===== config.mk =====
export PLATFORM = sky130hd
export DESIGN_NAME = mst_ctrl
export DESIGN_NICKNAME = d
export VERILOG_FILES = /design/src/mst_pkg.sv /design/src/mst_ctrl.sv
export SDC_FILE = /design/constraint.sdc
export NUM_CORES = 1
export LEC_CHECK = 0
export BUFFER_PORTS_ARGS = -buffer_cell sky130_fd_sc_hd__buf_2
export CAP_MARGIN = 20
export CELL_PAD_IN_SITES_DETAIL_PLACEMENT = 1
export CELL_PAD_IN_SITES_GLOBAL_PLACEMENT = 1
export CORE_MARGIN = 3
export CORE_UTILIZATION = 31
export CTS_CLUSTER_SIZE = 20
export DETAILED_ROUTE_END_ITERATION = 10
export PLACE_DENSITY_LB_ADDON = 0.1
export SLEW_MARGIN = 20
export SYNTH_ARGS = -nofsm -noshare
export SYNTH_HDL_FRONTEND = slang
export SYNTH_SLANG_ARGS = --single-unit

===== constraint.sdc =====
create_clock -name clk -period 1.4 [get_ports clk]
set_clock_uncertainty 0.1 [all_clocks]
set_input_delay 0.07 -clock clk [delete_from_list [all_inputs] [get_ports clk]]
set_output_delay 0.07 -clock clk [all_outputs]
set_load 0.02 [all_outputs]

===== src/mst_pkg.sv =====
// Shared types, constants and helpers for the minimum spanning tree core.
package mst_pkg;

	localparam int MAX_VERTICES_DEF = 32;
	localparam int MAX_EDGES_DEF    = 256;
	localparam int VIDX_W           = 5;
	localparam int WEIGHT_W         = 16;
	localparam int VCOUNT_W         = 6;
	localparam int EDGE_W           = 2 * VIDX_W + WEIGHT_W;
	localparam logic [VCOUNT_W-1:0] VCOUNT_RESET = 6'd32;

	typedef struct packed {
		logic [VIDX_W-1:0]          edge_source;
		logic [VIDX_W-1:0]          edge_dest;
		logic signed [WEIGHT_W-1:0] edge_weight;
		logic                       last_edge_in;
	} edge_in_t;

	typedef struct packed {
		logic [VIDX_W-1:0]          low_vertex;
		logic [VIDX_W-1:0]          high_vertex;
		logic signed [WEIGHT_W-1:0] tree_weight;
		logic                       last_tree_edge;
		logic                       spanning_complete;
		logic                       edges_dropped;
	} tree_out_t;

	// controller to datapath
	typedef struct packed {
		logic load;        // store incoming edge
		logic clr;         // clear graph state
		logic sort_init;   // i <= 0
		logic sort_begin;  // j <= i
		logic sort_key;    // latch key of edge i
		logic sort_cmp;    // shift or place
		logic walk_init;   // k <= 0
		logic walk_chk;    // range test, seed roots
		logic find_step;   // one parent hop on both roots
		logic walk_join;   // link and record if roots differ
		logic emit;        // send one recorded tree edge
		logic emit_marker; // single empty result
	} mst_cmd_t;

	// datapath to controller
	typedef struct packed {
		logic last;        // last flag on loaded item
		logic sort_done;   // i reached total
		logic sort_first;  // j is zero
		logic sort_place;  // insertion point found
		logic walk_done;   // edges exhausted or tree full
		logic out_range;   // endpoint out of range
		logic roots_found; // both finds ended
		logic any_chosen;
		logic emit_last;   // final recorded tree edge
	} mst_stat_t;

	// ordered key: signed weight flipped to unsigned
	function automatic logic [WEIGHT_W-1:0] wkey(input logic [WEIGHT_W-1:0] w);
		wkey = w ^ {1'b1, {(WEIGHT_W-1){1'b0}}};
	endfunction

endpackage


===== src/mst_ctrl.sv =====
// Sequencer for load, insertion sort, union-find walk and result output.
module mst_ctrl (
	input  logic                 clk,
	input  logic                 arst_n,
	input  logic                 start,
	output logic                 busy,
	output mst_pkg::mst_cmd_t    cmd,
	input  mst_pkg::mst_stat_t   stat
);
	localparam logic [3:0] S_IDLE   = 4'd0;
	localparam logic [3:0] S_LOAD   = 4'd1;
	localparam logic [3:0] S_SORTI  = 4'd2;
	localparam logic [3:0] S_SKEY   = 4'd3;
	localparam logic [3:0] S_SRD    = 4'd4;
	localparam logic [3:0] S_SWAIT  = 4'd5;
	localparam logic [3:0] S_SCMP   = 4'd6;
	localparam logic [3:0] S_WRD    = 4'd7;
	localparam logic [3:0] S_WWAIT  = 4'd8;
	localparam logic [3:0] S_WCHK   = 4'd9;
	localparam logic [3:0] S_FIND   = 4'd10;
	localparam logic [3:0] S_ORD    = 4'd11;
	localparam logic [3:0] S_OEMIT  = 4'd12;
	localparam logic [3:0] S_MARK   = 4'd13;

	logic [3:0] state_q, state_d;

	always_ff @(posedge clk or negedge arst_n) begin
		if (!arst_n) begin
			state_q <= S_IDLE;
		end else begin
			state_q <= state_d;
		end
	end

	assign busy = (state_q != S_IDLE);

	always_comb begin
		cmd     = '0;
		state_d = state_q;
		unique case (state_q)
			S_IDLE: begin
				if (start) begin
					cmd.load = 1'b1;
					state_d  = S_LOAD;
				end
			end
			S_LOAD: begin
				if (stat.last) begin
					cmd.sort_init = 1'b1;
					state_d       = S_SORTI;
				end else begin
					state_d = S_IDLE;
				end
			end
			S_SORTI: begin
				if (stat.sort_done) begin
					cmd.walk_init = 1'b1;
					state_d       = S_WRD;
				end else begin
					cmd.sort_begin = 1'b1;
					state_d        = S_SKEY;
				end
			end
			S_SKEY: begin
				cmd.sort_key = 1'b1;
				state_d      = S_SRD;
			end
			S_SRD: begin
				if (stat.sort_first) begin
					cmd.sort_cmp = 1'b1;
					state_d      = S_SORTI;
				end else begin
					state_d = S_SWAIT;
				end
			end
			S_SWAIT: state_d = S_SCMP;
			S_SCMP: begin
				cmd.sort_cmp = 1'b1;
				state_d      = stat.sort_place ? S_SORTI : S_SRD;
			end
			S_WRD: begin
				if (stat.walk_done) begin
					state_d = stat.any_chosen ? S_ORD : S_MARK;
				end else begin
					state_d = S_WWAIT;
				end
			end
			S_WWAIT: state_d = S_WCHK;
			S_WCHK: begin
				cmd.walk_chk = 1'b1;
				state_d      = stat.out_range ? S_WRD : S_FIND;
			end
			S_FIND: begin
				if (stat.roots_found) begin
					cmd.walk_join = 1'b1;
					state_d       = S_WRD;
				end else begin
					cmd.find_step = 1'b1;
				end
			end
			S_ORD: state_d = S_OEMIT;
			S_OEMIT: begin
				cmd.emit = 1'b1;
				if (stat.emit_last) begin
					cmd.clr = 1'b1;
					state_d = S_IDLE;
				end else begin
					state_d = S_ORD;
				end
			end
			S_MARK: begin
				cmd.emit_marker = 1'b1;
				cmd.clr         = 1'b1;
				state_d         = S_IDLE;
			end
			default: state_d = S_IDLE;
		endcase
	end
endmodule


Yosys cells after proc, flatten, opt, wreduce, memory -nomap -nowiden
Index checks and enable logic that the tools add are counted.

Register bits after elaboration: 4. Bits of input ports: 12. Output and inout bits: 13.

Equal/unequal tests: 15. Mux-type cells: 30. Reduce and logical (&&, ||, !) cells: 3.

Operator list (count): 4-bit one-hot mux with 13 select lines (1); 4-bit == test, second input constant (6); 4-bit by 3-bit == test with 1-bit output, second input constant (4); 1-bit 2-to-1 mux (16); 4-bit 2-to-1 mux (4); 3-bit 2-to-1 mux (5); 4-bit by 2-bit == test with 1-bit output, second input constant (2); 4-bit by 1-bit == test with 1-bit output, second input constant (1); 4-bit logical NOT (1); 2-bit 2-to-1 mux (2); 2-bit inequality test, second input constant (2); 1-bit one-hot mux with 2 select lines (2); 4-bit nonzero test (1); 2-bit AND reduction (1).

Longest topological paths before layout
Gate-level depths: netlist of the first run.

Depth in word-level cells: 3. Mapped depth: 5. Depth with buffers taken out: 4.

Least setup slack after synthesis of the first run
No wires, ideal clock.

Kind: reg-to-reg. From: reg state_q[1]. To: reg state_q[2]. Arrival: 1253 ps. Data required time: 1218 ps. Slack: -35 ps. Stages on the path, launching flop included: 6. Period minus slack after synthesis: 1435 ps. Cell sequence: dfrtp_1 -> buf_6 -> nand2b_4 -> nor2_1 -> a2bb2oi_2 -> a31oi_1.

Cells in the longest elaborated chain, start to end: 3.

RTL lines: from (decl) (RTL line mst_ctrl.sv:25) `logic [3:0] state_q, state_d;`; from (signal assigned) (RTL line mst_ctrl.sv:31) `state_q <= state_d;`; 4-bit == test / 4-bit logical NOT (equally long branches) (RTL line mst_ctrl.sv:40) `unique case (state_q)`; 2-bit inequality test (no source line); 2-bit AND reduction (no source line).

Several ways; a longest one is shown, not always the timed one. A chain may end at the register's enable or synchronous reset.

==> results of run 1 <==
[logic make-up (layout without fill, tap and decap cells)]
logic type | count (synthesis) | count (layout)
flip-flops | 4 | 4
AO/OA/AOI/OAI | 19 | 19
AND/OR/NAND/NOR | 40 | 40
buffers and inverters | 11 | 61
[metal layers]
layer	track usage [%]	vias to the layer above
li1	-	369
met1	26.5	417
met2	38.2	58
met3	2.14	12
met4	5.69	0
met5	0	-
[worst min-delay path, stage by stage]
cell,delay [ns]
sky130_fd_sc_hd__buf_2,0.12
sky130_fd_sc_hd__nand4_1,0.10
sky130_fd_sc_hd__a31oi_1,0.10
[cells in the mapped netlist (2+ instances only)]
library cell               instances
sky130_fd_sc_hd__dfrtp_1           4
sky130_fd_sc_hd__inv_1             5
sky130_fd_sc_hd__buf_6             6
sky130_fd_sc_hd__nand2b_1          3
sky130_fd_sc_hd__nor2_1            9
sky130_fd_sc_hd__nor2b_1           2
sky130_fd_sc_hd__nand2_1           7
sky130_fd_sc_hd__a31oi_1           5
sky130_fd_sc_hd__and3_1            5
sky130_fd_sc_hd__a21oi_1           2
sky130_fd_sc_hd__o21ai_0           2
sky130_fd_sc_hd__nor3_1            5
sky130_fd_sc_hd__o21ai_1           2
[through the flow]
| step | setup slack [ns] | hold slack [ns] | TNS, ns | std cells | area, µm² |
|---|---|---|---|---|---|
| floorplan | 0.0880 | -0.326 | 0 | 74 | 576 |
| global placement | -0.0900 | -0.226 | -0.225 | 132 | 778 |
| detailed placement | -0.154 | -0.220 | -0.661 | 132 | 778 |
| CTS | -0.104 | 0.0666 | -1.02 | 144 | 956 |
| global route | -0.211 | 0.118 | -2.48 | 148 | 1060 |
| finish | -0.144 | 0.123 | -1.56 | 148 | 1060 |
[final timing paths]
| kind | from | to | slack (ns) | cells after the start |
|---|---|---|---|---|
| max in group asynchronous | arst_n | state_q[1] | 0.94 | 2 |
| worst min register to register | state_q[3] | state_q[3] | 0.62 | 2 |
| worst min-delay path | stat[4] | state_q[0] | 0.12 | 3 |
| worst max register to register | state_q[2] | state_q[0] | -0.14 | 5 |
| min in group asynchronous | arst_n | state_q[2] | 0.13 | 2 |
| worst max-delay path | state_q[2] | cmd[2] | -0.14 | 4 |
[report_power, final]
part | leakage (nW) | internal, mW | switching, mW
Combinational | 0.440 | 0.827 | 0.866
Clock | 0.0138 | 0.0954 | 0.0399
Sequential | 0.0458 | 0.174 | 0.130
Total | 0.500 | 1.10 | 1.04
[cell usage in the layout, fill, tap and decap left out, types with 2 or more instances in the layout]
master,instances
sky130_fd_sc_hd__buf_6,12
sky130_fd_sc_hd__a31oi_1,5
sky130_fd_sc_hd__nor3_1,2
sky130_fd_sc_hd__a21oi_1,2
sky130_fd_sc_hd__buf_4,26
sky130_fd_sc_hd__and3_1,4
sky130_fd_sc_hd__nand2b_4,2
sky130_fd_sc_hd__dfrtp_2,4
sky130_fd_sc_hd__buf_2,14
sky130_fd_sc_hd__o21ai_2,3
sky130_fd_sc_hd__nor3_2,2
sky130_fd_sc_hd__nand2_1,6
sky130_fd_sc_hd__nor2_4,2
sky130_fd_sc_hd__nor2_2,3
sky130_fd_sc_hd__nor2_1,5
sky130_fd_sc_hd__clkbuf_4,3
sky130_fd_sc_hd__inv_1,5
sky130_fd_sc_hd__nand2b_1,2
[area by class of cell]
cell class / instances / area (µm²) / share of cell area, %
Tap cell: 24 / 30.0 / 2.83
Inverter: 5 / 18.8 / 1.77
Multi-Input combinational cell: 59 / 474 / 44.7
Clock buffer: 3 / 22.5 / 2.12
Timing Repair Buffer: 53 / 410 / 38.7
Sequential cell: 4 / 105 / 9.91
[timing repair]
item | 4_1_cts | 5_1_grt
hold buffers | 1 | 0
endpoints found under the hold margin | 4 | 0
setup endpoints to repair | 17 | 17
setup buffers | 8 | 4
resized for setup | 29 | 19
pin swaps | 10 | 8
==> flow_results.xml, run 1 <==
<?xml version="1.0" encoding="UTF-8"?>
<metrics>
  <group name="status">
    <metric name="status" unit="">finished, violations left</metric>
    <metric name="failing_checks" unit="">setup timing</metric>
  </group>
  <group name="cells_and_area">
    <metric name="synthToLayoutAreaGrowth" unit="%">85.2</metric>
    <metric name="utilization_after_layout" unit="%">65.8</metric>
    <metric name="top_register" unit="">state_q</metric>
    <metric name="largest_register_ff_count" unit="">4</metric>
    <metric name="reg.largest.list" unit="">state_q (4)</metric>
    <metric name="number_of_nets_at_the_end_of_the_flow" unit="">138</metric>
    <metric name="final_layout_size_suffix_gt1_share" unit="%">66.9</metric>
    <metric name="num-fill-cells" unit="">199</metric>
    <metric name="num_antenna_cells" unit="">0</metric>
  </group>
  <group name="routing">
    <metric name="highest_layer" unit="">met4</metric>
    <metric name="detailroute.via_count" unit="">856</metric>
    <metric name="postRouteWirelength" unit="µm">2960</metric>
    <metric name="dr_wl_met3" unit="µm">221</metric>
    <metric name="drtPass1Iterations" unit="">4</metric>
    <metric name="route.detailed.drc" unit="">0</metric>
    <metric name="wl_met2" unit="µm">1470</metric>
    <metric name="antenna_violating_nets_post_route" unit="">0</metric>
    <metric name="detail_route.wl_per_cell" unit="µm">20.0</metric>
    <metric name="wirelength_met1" unit="µm">1150</metric>
    <metric name="initialDrtViolationCount" unit="">21</metric>
    <metric name="detail_route.vias_per_cell" unit="">5.78</metric>
  </group>
  <group name="logic_synthesis">
    <metric name="netlist-cell-type-count" unit="">30</metric>
    <metric name="synthesis.area" unit="µm²">573</metric>
    <metric name="postSynthCellCount" unit="">74</metric>
    <metric name="mappedNetlistNets" unit="">86</metric>
    <metric name="synth-simple-area-share" unit="%">42.1</metric>
    <metric name="yosys_warnings" unit="">0</metric>
    <metric name="main_combinational_cell_family_by_area_after_synthesis" unit="">simple AND/OR/NAND/NOR gates</metric>
    <metric name="synth.area.mux_share" unit="%">0</metric>
    <metric name="syn_area_per_cell" unit="µm²">7.74</metric>
    <metric name="synth_adder_area_share" unit="%">0</metric>
    <metric name="number_of_flops_mapped_to_enable_cells_by_yosys" unit="">0</metric>
    <metric name="synth_xor_xnor_area_share" unit="%">0</metric>
    <metric name="yosysSeqAreaShare" unit="%">17.5</metric>
    <metric name="synth_top_area_cells" unit="">sky130_fd_sc_hd__dfrtp_1 17%, sky130_fd_sc_hd__buf_6 12%, sky130_fd_sc_hd__nor2_1 5.9%</metric>
    <metric name="synth_top_area_share" unit="%">17.5</metric>
    <metric name="synth_area_leader_cell" unit="">sky130_fd_sc_hd__dfrtp_1</metric>
    <metric name="postSynthRegisterBits" unit="">4</metric>
    <metric name="synth_compound_gate_area_share" unit="%">25.3</metric>
    <metric name="ys_dominant_reg_cell" unit="">sky130_fd_sc_hd__dfrtp_1</metric>
    <metric name="async_flop_share" unit="%">100</metric>
  </group>
  <group name="floorplanning">
    <metric name="initial_utilization" unit="%">35.6</metric>
    <metric name="die-width" unit="µm">49.0</metric>
    <metric name="die_area" unit="µm²">2400</metric>
    <metric name="core" unit="µm²">1610</metric>
    <metric name="floorplan.die.height" unit="µm">49.0</metric>
    <metric name="placementRows" unit="">14</metric>
    <metric name="top_level_ports" unit="">25</metric>
  </group>
  <group name="place">
    <metric name="dp_hpwl" unit="µm">1680</metric>
    <metric name="io_buffers" unit="">24</metric>
    <metric name="routabilityCongestion" unit="">0.805</metric>
  </group>
  <group name="flow_run">
    <metric name="max_cap_violations" unit="">0</metric>
  </group>
  <group name="worst_setup_path">
    <metric name="worstPathMaxFanout" unit="">6</metric>
    <metric name="timing.critical_path.cells" unit="">buf_4 -&gt; nor2b_4 -&gt; and3_1 -&gt; buf_2</metric>
    <metric name="path_buf_inv" unit="">2</metric>
    <metric name="critical-path-max-stage-delay" unit="ns">0.46</metric>
    <metric name="worst_setup_path_end_kind" unit="">output port</metric>
    <metric name="worst-setup-path-type" unit="">register to output port</metric>
    <metric name="worst-endpoint-arrival" unit="ns">1.37</metric>
    <metric name="timing.critical_path.required" unit="ns">1.23</metric>
    <metric name="critical-path-slowest-cell" unit="">sky130_fd_sc_hd__dfrtp_2</metric>
    <metric name="crit_path_start_kind" unit="">register</metric>
    <metric name="critPathTopFamily" unit="">flip-flops</metric>
  </group>
  <group name="grt">
    <metric name="grt_antenna_before_repair" unit="">0</metric>
    <metric name="global_route.usage.total" unit="%">21.2</metric>
    <metric name="grt-ovfl-total" unit="">0</metric>
    <metric name="grt_pass1_wl" unit="µm">3990</metric>
    <metric name="grt_start_max_net_pins" unit="">10</metric>
    <metric name="first_global_vias" unit="">796</metric>
  </group>
  <group name="timing">
    <metric name="max_freq" unit="MHz">648</metric>
    <metric name="rsz0062_at_grt" unit="">yes</metric>
    <metric name="maxSlewViolCount" unit="">0</metric>
    <metric name="post_route_clock_period_utilization" unit="%">110</metric>
    <metric name="maxSlewHeadroom" unit="%">81.1</metric>
    <metric name="final-setup-viol-count" unit="">16</metric>
    <metric name="final_period_demand_of_the_worst_path" unit="ns">1.54</metric>
    <metric name="setup_slack" unit="ns">-0.144</metric>
    <metric name="worst_pin_slew" unit="ns">0.284</metric>
    <metric name="hold_viol" unit="">0</metric>
  </group>
  <group name="clock_tree">
    <metric name="clkSlewWorstSetupHoldPaths" unit="ns">0.03</metric>
    <metric name="root_buffer_cell" unit="">sky130_fd_sc_hd__clkbuf_4</metric>
    <metric name="clock_tree.buffer_depth" unit="">2</metric>
    <metric name="worstSkewPairLatency" unit="ns">0.23</metric>
    <metric name="tritoncts_clock_tree" unit="">done</metric>
    <metric name="numCtsBuffers" unit="">3</metric>
    <metric name="cts_sinks" unit="">4</metric>
    <metric name="htree_levels" unit="">1</metric>
  </group>
  <group name="pwr">
    <metric name="cellLeakagePower" unit="nW">0.500</metric>
    <metric name="power_density_over_the_cells" unit="nW/µm²">2010</metric>
    <metric name="worst_ir_drop_vdd" unit="V">0.000956</metric>
    <metric name="power.total" unit="mW">2.13</metric>
  </group>
  <group name="worst_hold_path">
    <metric name="min_path_type" unit="">input port to register</metric>
  </group>
</metrics>
Power figures use the tool's default switching activity.
==> run 2: changes to the inputs <==
--- a/config.mk
+++ b/config.mk
@@ -13,7 +13,8 @@
 export CORE_UTILIZATION = 31
 export CTS_CLUSTER_SIZE = 20
 export DETAILED_ROUTE_END_ITERATION = 10
-export PLACE_DENSITY_LB_ADDON = 0.1
+export PLACE_DENSITY = 0.77
+export SETUP_SLACK_MARGIN = 0.4
 export SLEW_MARGIN = 20
 export SYNTH_ARGS = -nofsm -noshare
 export SYNTH_HDL_FRONTEND = slang
==> flow_results.xml, run 2 <==
<?xml version="1.0" encoding="UTF-8"?>
<metrics>
  <group name="logic_synthesis">
    <metric name="syn_area_per_cell" unit="µm²">7.74</metric>
    <metric name="postSynthRegisterBits" unit="">4</metric>
    <metric name="netlist-cell-type-count" unit="">30</metric>
    <metric name="yosys.cell_count.top_type" unit="">sky130_fd_sc_hd__nor2_1</metric>
    <metric name="synthesis.area" unit="µm²">573</metric>
    <metric name="yosys_warnings" unit="">0</metric>
    <metric name="async_flop_share" unit="%">100</metric>
    <metric name="number_of_flops_mapped_to_enable_cells_by_yosys" unit="">0</metric>
    <metric name="yosysSeqAreaShare" unit="%">17.5</metric>
    <metric name="ys_dominant_reg_cell" unit="">sky130_fd_sc_hd__dfrtp_1</metric>
    <metric name="synth_top_area_share" unit="%">17.5</metric>
    <metric name="post_synth_most_frequent_cells" unit="">9 x sky130_fd_sc_hd__nor2_1, 7 x sky130_fd_sc_hd__nand2_1, 6 x sky130_fd_sc_hd__buf_6</metric>
    <metric name="mappedNetlistNets" unit="">86</metric>
    <metric name="synth_top_area_cells" unit="">sky130_fd_sc_hd__dfrtp_1 17%, sky130_fd_sc_hd__buf_6 12%, sky130_fd_sc_hd__nor2_1 5.9%</metric>
    <metric name="postSynthCellCount" unit="">74</metric>
    <metric name="synth_area_leader_cell" unit="">sky130_fd_sc_hd__dfrtp_1</metric>
  </group>
  <group name="status">
    <metric name="failing_step" unit="">global routing (5_1_grt)</metric>
    <metric name="status" unit="">aborted with a tool error</metric>
    <metric name="firstError" unit="">[ERROR DPL-0033] detailed placement checks failed during check placement.</metric>
  </group>
  <group name="place">
    <metric name="io_buffers" unit="">24</metric>
    <metric name="dpl_worst_slack" unit="ns">-0.102</metric>
    <metric name="routabilityCongestion" unit="">0.873</metric>
    <metric name="dp_hpwl" unit="µm">1840</metric>
  </group>
  <group name="clock_tree">
    <metric name="root_buffer_cell" unit="">sky130_fd_sc_hd__clkbuf_4</metric>
    <metric name="cts_sinks" unit="">4</metric>
    <metric name="numCtsBuffers" unit="">3</metric>
    <metric name="htree_levels" unit="">1</metric>
    <metric name="clock_tree.buffer_depth" unit="">2</metric>
  </group>
  <group name="floorplanning">
    <metric name="top_level_ports" unit="">25</metric>
    <metric name="placementRows" unit="">14</metric>
    <metric name="die-width" unit="µm">49.0</metric>
    <metric name="floorplan.die.height" unit="µm">49.0</metric>
    <metric name="initial_utilization" unit="%">35.6</metric>
  </group>
  <group name="grt">
    <metric name="grt_start_max_net_pins" unit="">9</metric>
    <metric name="grt_antenna_before_repair" unit="">0</metric>
  </group>
  <group name="timing">
    <metric name="globalroute.repair_timing.worst_endpoint" unit="">cmd[2]</metric>
    <metric name="worst_path_end_type" unit="">top-level output</metric>
  </group>
</metrics>
[run 2: cell counts after synthesis]
No cell type changed its count.
[run 2: cells by family after synthesis]
family | count (synthesis) | synth area share [%]
compound gates | 19 | 25.3
buf+inv | 11 | 15.1
flops | 4 | 17.5
simple gates | 40 | 42.1
[run 2: repair_timing]
item                                    CTS
cloned                                    1
pin swaps                                 5
endpoints found under the setup margin   17
hold endpoints to repair                  4
resized for setup                        43
hold buffers                              1
setup buffers                             7
[run 2: metrics by stage]
stage,util (%),cells,instance area (µm²)
floorplan,-,74,657
global placement,52.7,129,850
detailed placement,52.7,129,850
CTS,69.1,141,1110
==> run 3: changes to the inputs <==
==> config.mk (replaced) <==
export PLATFORM = sky130hd
export DESIGN_NAME = mst_ctrl
export DESIGN_NICKNAME = d
export VERILOG_FILES = /design/src/mst_pkg.sv /design/src/mst_ctrl.sv
export SDC_FILE = /design/constraint.sdc
export NUM_CORES = 1
export LEC_CHECK = 0
export BUFFER_PORTS_ARGS = -buffer_cell sky130_fd_sc_hd__buf_2
export CAP_MARGIN = 20
export CORE_AREA = 3 3 64 66
export DETAILED_ROUTE_END_ITERATION = 10
export DIE_AREA = 0 0 67 69
export PLACE_DENSITY_LB_ADDON = 0.15
export SLEW_MARGIN = 20
export SYNTH_ARGS = -nofsm -noshare
export SYNTH_HDL_FRONTEND = slang
export SYNTH_SLANG_ARGS = --single-unit
==> flow_results.xml, run 3 (same netlist as run 1, synthesis figures left out) <==
<?xml version="1.0" encoding="UTF-8"?>
<metrics>
  <group name="routing">
    <metric name="detailroute.via_count" unit="">756</metric>
    <metric name="route.detailed.drc" unit="">0</metric>
    <metric name="detail_route.wl_per_cell" unit="µm">14.5</metric>
    <metric name="drtPass1Iterations" unit="">4</metric>
    <metric name="antenna_violating_nets_post_route" unit="">0</metric>
    <metric name="initialDrtViolationCount" unit="">19</metric>
    <metric name="detail_route.vias_per_cell" unit="">4.37</metric>
    <metric name="postRouteWirelength" unit="µm">2520</metric>
  </group>
  <group name="worst_setup_path">
    <metric name="crit_path_start_kind" unit="">register</metric>
    <metric name="worst-endpoint-arrival" unit="ns">1.29</metric>
    <metric name="worst-setup-path-type" unit="">register to output port</metric>
    <metric name="cpMostUsedCell" unit="">sky130_fd_sc_hd__buf_4</metric>
    <metric name="critical-path-slowest-cell" unit="">sky130_fd_sc_hd__dfrtp_2</metric>
    <metric name="timing.critical_path.required" unit="ns">1.23</metric>
    <metric name="timing.critical_path.cells" unit="">buf_4 -&gt; nor2_4 -&gt; buf_6 -&gt; nand2_2 -&gt; nor2_2 -&gt; buf_4</metric>
    <metric name="critPathTopFamily" unit="">flip-flops</metric>
    <metric name="critical-path-max-stage-delay" unit="ns">0.43</metric>
    <metric name="worstPathMaxFanout" unit="">5</metric>
    <metric name="worst_setup_path_end_kind" unit="">output port</metric>
    <metric name="path_buf_inv" unit="">3</metric>
  </group>
  <group name="cells_and_area">
    <metric name="top_register" unit="">state_q</metric>
    <metric name="reg.largest.list" unit="">state_q (4)</metric>
    <metric name="multi_input_area" unit="µm²">495</metric>
    <metric name="largest_register_ff_count" unit="">4</metric>
    <metric name="num-fill-cells" unit="">390</metric>
    <metric name="synthToLayoutAreaGrowth" unit="%">109</metric>
    <metric name="num_antenna_cells" unit="">0</metric>
    <metric name="number_of_nets_at_the_end_of_the_flow" unit="">139</metric>
    <metric name="area_of_all_sequential_standard_cells" unit="µm²">105</metric>
    <metric name="fin_area" unit="µm²">1190</metric>
    <metric name="layout.cells.most_common_list" unit="">26 x sky130_fd_sc_hd__buf_4, 13 x sky130_fd_sc_hd__buf_6, 11 x sky130_fd_sc_hd__buf_2, 6 x sky130_fd_sc_hd__nor2_4</metric>
    <metric name="final_layout_size_suffix_gt1_share" unit="%">68.8</metric>
    <metric name="most_common_library_cell_in_the_layout_ignoring_fill_and_taps" unit="">sky130_fd_sc_hd__buf_4</metric>
    <metric name="post_layout_nonfiller_instances" unit="">173</metric>
  </group>
  <group name="timing">
    <metric name="hold_viol" unit="">0</metric>
    <metric name="rsz0062_at_grt" unit="">yes</metric>
    <metric name="worst_pin_slew" unit="ns">0.300</metric>
    <metric name="maxSlewViolCount" unit="">0</metric>
    <metric name="maxSlewHeadroom" unit="%">79.8</metric>
    <metric name="setup_slack" unit="ns">-0.0618</metric>
    <metric name="post_route_clock_period_utilization" unit="%">104</metric>
    <metric name="setup_tns" unit="ns">-0.473</metric>
    <metric name="final_period_demand_of_the_worst_path" unit="ns">1.46</metric>
    <metric name="max_freq" unit="MHz">684</metric>
    <metric name="final-setup-viol-count" unit="">13</metric>
  </group>
  <group name="worst_hold_path">
    <metric name="min_path_type" unit="">input port to register</metric>
  </group>
  <group name="clock_tree">
    <metric name="cts_sinks" unit="">4</metric>
    <metric name="numCtsBuffers" unit="">3</metric>
    <metric name="clkSlewWorstSetupHoldPaths" unit="ns">0.03</metric>
    <metric name="htree_levels" unit="">1</metric>
    <metric name="tritoncts_clock_tree" unit="">done</metric>
    <metric name="clock_tree.buffer_depth" unit="">2</metric>
    <metric name="worstSkewPairLatency" unit="ns">0.22</metric>
    <metric name="root_buffer_cell" unit="">sky130_fd_sc_hd__clkbuf_8</metric>
  </group>
  <group name="floorplanning">
    <metric name="die_area" unit="µm²">4620</metric>
    <metric name="initial_utilization" unit="%">15.8</metric>
    <metric name="top_level_ports" unit="">25</metric>
    <metric name="die-width" unit="µm">67</metric>
    <metric name="placementRows" unit="">22</metric>
    <metric name="floorplan.die.height" unit="µm">69</metric>
    <metric name="core" unit="µm²">3630</metric>
  </group>
  <group name="grt">
    <metric name="grt-ovfl-total" unit="">0</metric>
    <metric name="grt_antenna_before_repair" unit="">0</metric>
    <metric name="global_route.usage.total" unit="%">10.4</metric>
    <metric name="first_global_vias" unit="">781</metric>
    <metric name="grt_pass1_wl" unit="µm">3720</metric>
    <metric name="grt_start_max_net_pins" unit="">10</metric>
  </group>
  <group name="place">
    <metric name="place_inst" unit="">152</metric>
    <metric name="io_buffers" unit="">24</metric>
    <metric name="routabilityCongestion" unit="">0.732</metric>
    <metric name="dp_hpwl" unit="µm">1620</metric>
    <metric name="dpl_worst_slack" unit="ns">-0.0197</metric>
    <metric name="placed_cell_area" unit="µm²">791</metric>
  </group>
  <group name="status">
    <metric name="status" unit="">finished, violations left</metric>
    <metric name="failing_checks" unit="">setup timing</metric>
  </group>
  <group name="pwr">
    <metric name="power_density_over_the_cells" unit="nW/µm²">2060</metric>
    <metric name="worst_ir_drop_vdd" unit="V">0.000683</metric>
    <metric name="cellLeakagePower" unit="nW">0.537</metric>
    <metric name="power.total" unit="mW">2.46</metric>
  </group>
  <group name="flow_run">
    <metric name="max_cap_violations" unit="">0</metric>
  </group>
</metrics>
==> run 3: report_power, final <==
part	total (mW)	switching [mW]	internal, mW
sequential	0.256	0.0817	0.174
clock	0.248	0.0647	0.184
combinational	1.96	0.914	1.05
total	2.46	1.06	1.40
==> run 3: path summary, 6_finish.rpt <==
path                            start          to  slack (ns)  depth (start not counted)
max in group asynchronous      arst_n  state_q[1]        0.97                          2
setup / recovery           state_q[2]      cmd[8]       -0.06                          6
min in group asynchronous      arst_n  state_q[2]        0.09                          2
hold reg to reg            state_q[3]  state_q[3]        0.58                          2
hold / removal                stat[3]  state_q[2]        0.07                          3
setup reg to reg           state_q[2]  state_q[1]       -0.06                          6
==> run 3: worst min-delay path, delay by kind of cell <==
family | cells | cell delay [ns]
buffers and inverters | 1 | 0.10
AOI/OAI and AO/OA | 2 | 0.18
==> run 3: cell type report <==
| type | count | area share, % |
|---|---|---|
| Inverter | 5 | 1.57 |
| Sequential cell | 4 | 8.80 |
| Timing Repair Buffer | 54 | 39.7 |
| Tap cell | 48 | 5.03 |
| Multi-Input combinational cell | 59 | 41.5 |
| Clock buffer | 3 | 3.46 |
==> run 3: metal layers <==
layer	track usage [%]	share of wire (%)
met4	3.83	0.68
met3	2.93	4.2
met2	15.7	53
met1	13.9	42
met5	0	0
==> run 3: stage by stage <==
step	util, %	hold WS (ns)
after floorplan	-	-0.326
after detailed placement	21.8	-0.217
after global placement	21.8	-0.216
after global routing	32.9	0.0965
after CTS	28.1	0.0771
final	32.9	0.0713
==> run 3: what timing repair did <==
| item | in CTS | in global routing |
|---|---|---|
| setup endpoints to repair | 15 | 17 |
| hold buffers | 1 | 0 |
| pin swaps | 5 | 8 |
| buffers inserted | 7 | 9 |
| gates resized for setup | 29 | 33 |
| hold endpoints to repair | 4 | 0 |
| gates cloned | 1 | 0 |
==> run 4: changes to the inputs <==
==> constraint.sdc (replaced) <==
create_clock -name clk -period 1.55 [get_ports clk]
set_clock_uncertainty 0.1 [all_clocks]
set_input_delay 0.0775 -clock clk [delete_from_list [all_inputs] [get_ports clk]]
set_output_delay 0.0775 -clock clk [all_outputs]
set_load 0.02 [all_outputs]
==> flow_results.xml, run 4 (same netlist as run 1, synthesis figures left out) <==
<?xml version="1.0" encoding="UTF-8"?>
<metrics>
  <group name="worst_setup_path">
    <metric name="worst_setup_path_end_kind" unit="">output port</metric>
    <metric name="timing.critical_path.required" unit="ns">1.37</metric>
    <metric name="critPathTopFamily" unit="">flip-flops</metric>
    <metric name="crit_path_start_kind" unit="">register</metric>
    <metric name="critical-path-slowest-cell" unit="">sky130_fd_sc_hd__dfrtp_2</metric>
    <metric name="regToRegStartpoint" unit="">state_q[2]</metric>
    <metric name="crit_start" unit="">state_q[3]</metric>
    <metric name="critical-path-max-stage-delay" unit="ns">0.46</metric>
    <metric name="r2r_setup_slack" unit="ns">0.07</metric>
    <metric name="worstPathMaxFanout" unit="">7</metric>
    <metric name="worst-setup-path-type" unit="">register to output port</metric>
    <metric name="worst-endpoint-arrival" unit="ns">1.31</metric>
    <metric name="timing.critical_path.cells" unit="">buf_4 -&gt; nor2_4 -&gt; and3_1 -&gt; buf_2</metric>
    <metric name="path_buf_inv" unit="">2</metric>
  </group>
  <group name="cells_and_area">
    <metric name="most_common_library_cell_in_the_layout_ignoring_fill_and_taps" unit="">sky130_fd_sc_hd__buf_2</metric>
    <metric name="final_layout_size_suffix_gt1_share" unit="%">53.6</metric>
    <metric name="utilization_after_layout" unit="%">24.9</metric>
    <metric name="reg.largest.list" unit="">state_q (4)</metric>
    <metric name="largest_register_ff_count" unit="">4</metric>
    <metric name="top_register" unit="">state_q</metric>
    <metric name="number_of_nets_at_the_end_of_the_flow" unit="">124</metric>
    <metric name="post_layout_nonfiller_instances" unit="">158</metric>
    <metric name="synthToLayoutAreaGrowth" unit="%">58.1</metric>
    <metric name="layout.cells.most_common_list" unit="">22 x sky130_fd_sc_hd__buf_2, 14 x sky130_fd_sc_hd__buf_4, 7 x sky130_fd_sc_hd__nand2_1, 6 x sky130_fd_sc_hd__nor2_1</metric>
    <metric name="num_antenna_cells" unit="">0</metric>
  </group>
  <group name="floorplanning">
    <metric name="placementRows" unit="">22</metric>
    <metric name="initial_utilization" unit="%">15.8</metric>
    <metric name="die-width" unit="µm">67</metric>
    <metric name="core" unit="µm²">3630</metric>
    <metric name="die_area" unit="µm²">4620</metric>
    <metric name="top_level_ports" unit="">25</metric>
    <metric name="floorplan.die.height" unit="µm">69</metric>
  </group>
  <group name="routing">
    <metric name="route.detailed.drc" unit="">0</metric>
    <metric name="detail_route.wl_per_cell" unit="µm">12.3</metric>
    <metric name="drtPass1Iterations" unit="">4</metric>
    <metric name="postRouteWirelength" unit="µm">1940</metric>
    <metric name="detail_route.vias_per_cell" unit="">4.39</metric>
    <metric name="antenna_violating_nets_post_route" unit="">0</metric>
    <metric name="detailroute.via_count" unit="">693</metric>
    <metric name="initialDrtViolationCount" unit="">17</metric>
  </group>
  <group name="flow_run">
    <metric name="max_cap_violations" unit="">0</metric>
  </group>
  <group name="worst_hold_path">
    <metric name="min-delay-start" unit="">stat[4]</metric>
    <metric name="min_path_type" unit="">input port to register</metric>
  </group>
  <group name="pwr">
    <metric name="combinational_cell_fraction_of_total_power" unit="%">71.2</metric>
    <metric name="power_density_over_the_cells" unit="nW/µm²">1780</metric>
    <metric name="p_int" unit="mW">0.867</metric>
    <metric name="share_seq_of_total_power" unit="%">15.1</metric>
    <metric name="pwr-share-clk" unit="%">13.7</metric>
    <metric name="swShare" unit="%">46.1</metric>
    <metric name="power.total" unit="mW">1.61</metric>
    <metric name="cellLeakagePower" unit="nW">0.434</metric>
    <metric name="power_switching" unit="mW">0.742</metric>
    <metric name="worst_ir_drop_vdd" unit="V">0.000444</metric>
  </group>
  <group name="timing">
    <metric name="setup_tns" unit="ns">0</metric>
    <metric name="max_freq" unit="MHz">672</metric>
    <metric name="worst_pin_slew" unit="ns">0.192</metric>
    <metric name="final_period_demand_of_the_worst_path" unit="ns">1.49</metric>
    <metric name="final-setup-viol-count" unit="">0</metric>
    <metric name="hold_viol" unit="">0</metric>
    <metric name="post_route_clock_period_utilization" unit="%">96.0</metric>
    <metric name="maxSlewViolCount" unit="">0</metric>
    <metric name="maxSlewHeadroom" unit="%">87.1</metric>
  </group>
  <group name="status">
    <metric name="status" unit="">completed</metric>
  </group>
  <group name="grt">
    <metric name="grt_antenna_before_repair" unit="">0</metric>
    <metric name="grt_start_max_net_pins" unit="">18</metric>
    <metric name="grt-ovfl-total" unit="">0</metric>
    <metric name="grt_pass1_wl" unit="µm">3150</metric>
    <metric name="global_route.usage.total" unit="%">8.82</metric>
    <metric name="first_global_vias" unit="">676</metric>
  </group>
  <group name="clock_tree">
    <metric name="clock_tree.buffer_depth" unit="">2</metric>
    <metric name="worstSkewPairLatency" unit="ns">0.22</metric>
    <metric name="root_buffer_cell" unit="">sky130_fd_sc_hd__clkbuf_8</metric>
    <metric name="numCtsBuffers" unit="">3</metric>
    <metric name="clkSlewWorstSetupHoldPaths" unit="ns">0.03</metric>
    <metric name="htree_levels" unit="">1</metric>
    <metric name="cts_sinks" unit="">4</metric>
    <metric name="tritoncts_clock_tree" unit="">done</metric>
  </group>
  <group name="place">
    <metric name="io_buffers" unit="">24</metric>
    <metric name="dp_hpwl" unit="µm">1540</metric>
    <metric name="place_inst" unit="">148</metric>
    <metric name="routabilityCongestion" unit="">0.771</metric>
  </group>
</metrics>
[run 4: cell types whose count changed in the layout (fill, tap and decap cells not counted), sizes merged]
cell / previous run / this run
buf: 53 / 38
[run 4: worst reg2reg max path, delay by kind of cell (launching register included)]
kind / cells / cell delay [ns]
simple gates: 1 / 0.18
flops: 1 / 0.45
buf+inv: 1 / 0.16
compound gates: 3 / 0.46
[run 4: worst paths after layout]
kind                              end  depth (start not counted)
max in group asynchronous  state_q[3]                          2
setup reg to reg           state_q[3]                          5
hold / removal             state_q[0]                          3
setup / recovery               cmd[5]                          4
hold reg to reg            state_q[0]                          2
min in group asynchronous  state_q[2]                          2
[run 4: per-stage QoR]
| step | setup slack (ns) | cell area [µm²] | hold slack (ns) |
|---|---|---|---|
| floorplan | 0.115 | 573 | -0.318 |
| global placement | 0.0376 | 758 | -0.206 |
| detailed placement | 0.0656 | 758 | -0.209 |
| CTS | 0.00304 | 842 | 0.0936 |
| global route | -0.00217 | 906 | 0.106 |
| finish | 0.0623 | 906 | 0.0926 |
[run 4: layer usage]
layer	track usage [%]	share of wire (%)
met1	11.0	46
met4	2.70	0.62
met2	14.2	49
met5	0	0
met3	2.77	4.2
[run 4: power groups by stage]
stage,clock network [mW],logic [mW],registers [mW]
finish,0.221,1.15,0.243
global route,0.237,1.25,0.252
CTS,0.224,1.02,0.248
detailed placement,0,0.958,0.237
global placement,0,0.977,0.241
floorplan,0,0.775,0.178
[run 4: what timing repair did]
action                                  in CTS  in global routing
resized for setup                            7                  9
endpoints found under the hold margin        4                  0
setup buffers                                2                  4
hold buffers                                 1                  0
endpoints found under the setup margin      10                 13
[run 4: cell type report]
type,count,area [µm²]
repair buffers,39,256
inverters,5,18.8
clock buffers,3,41.3
fillers,417,2730
well taps,48,60.1
multi-input cells,59,425
flip-flops and latches,4,104
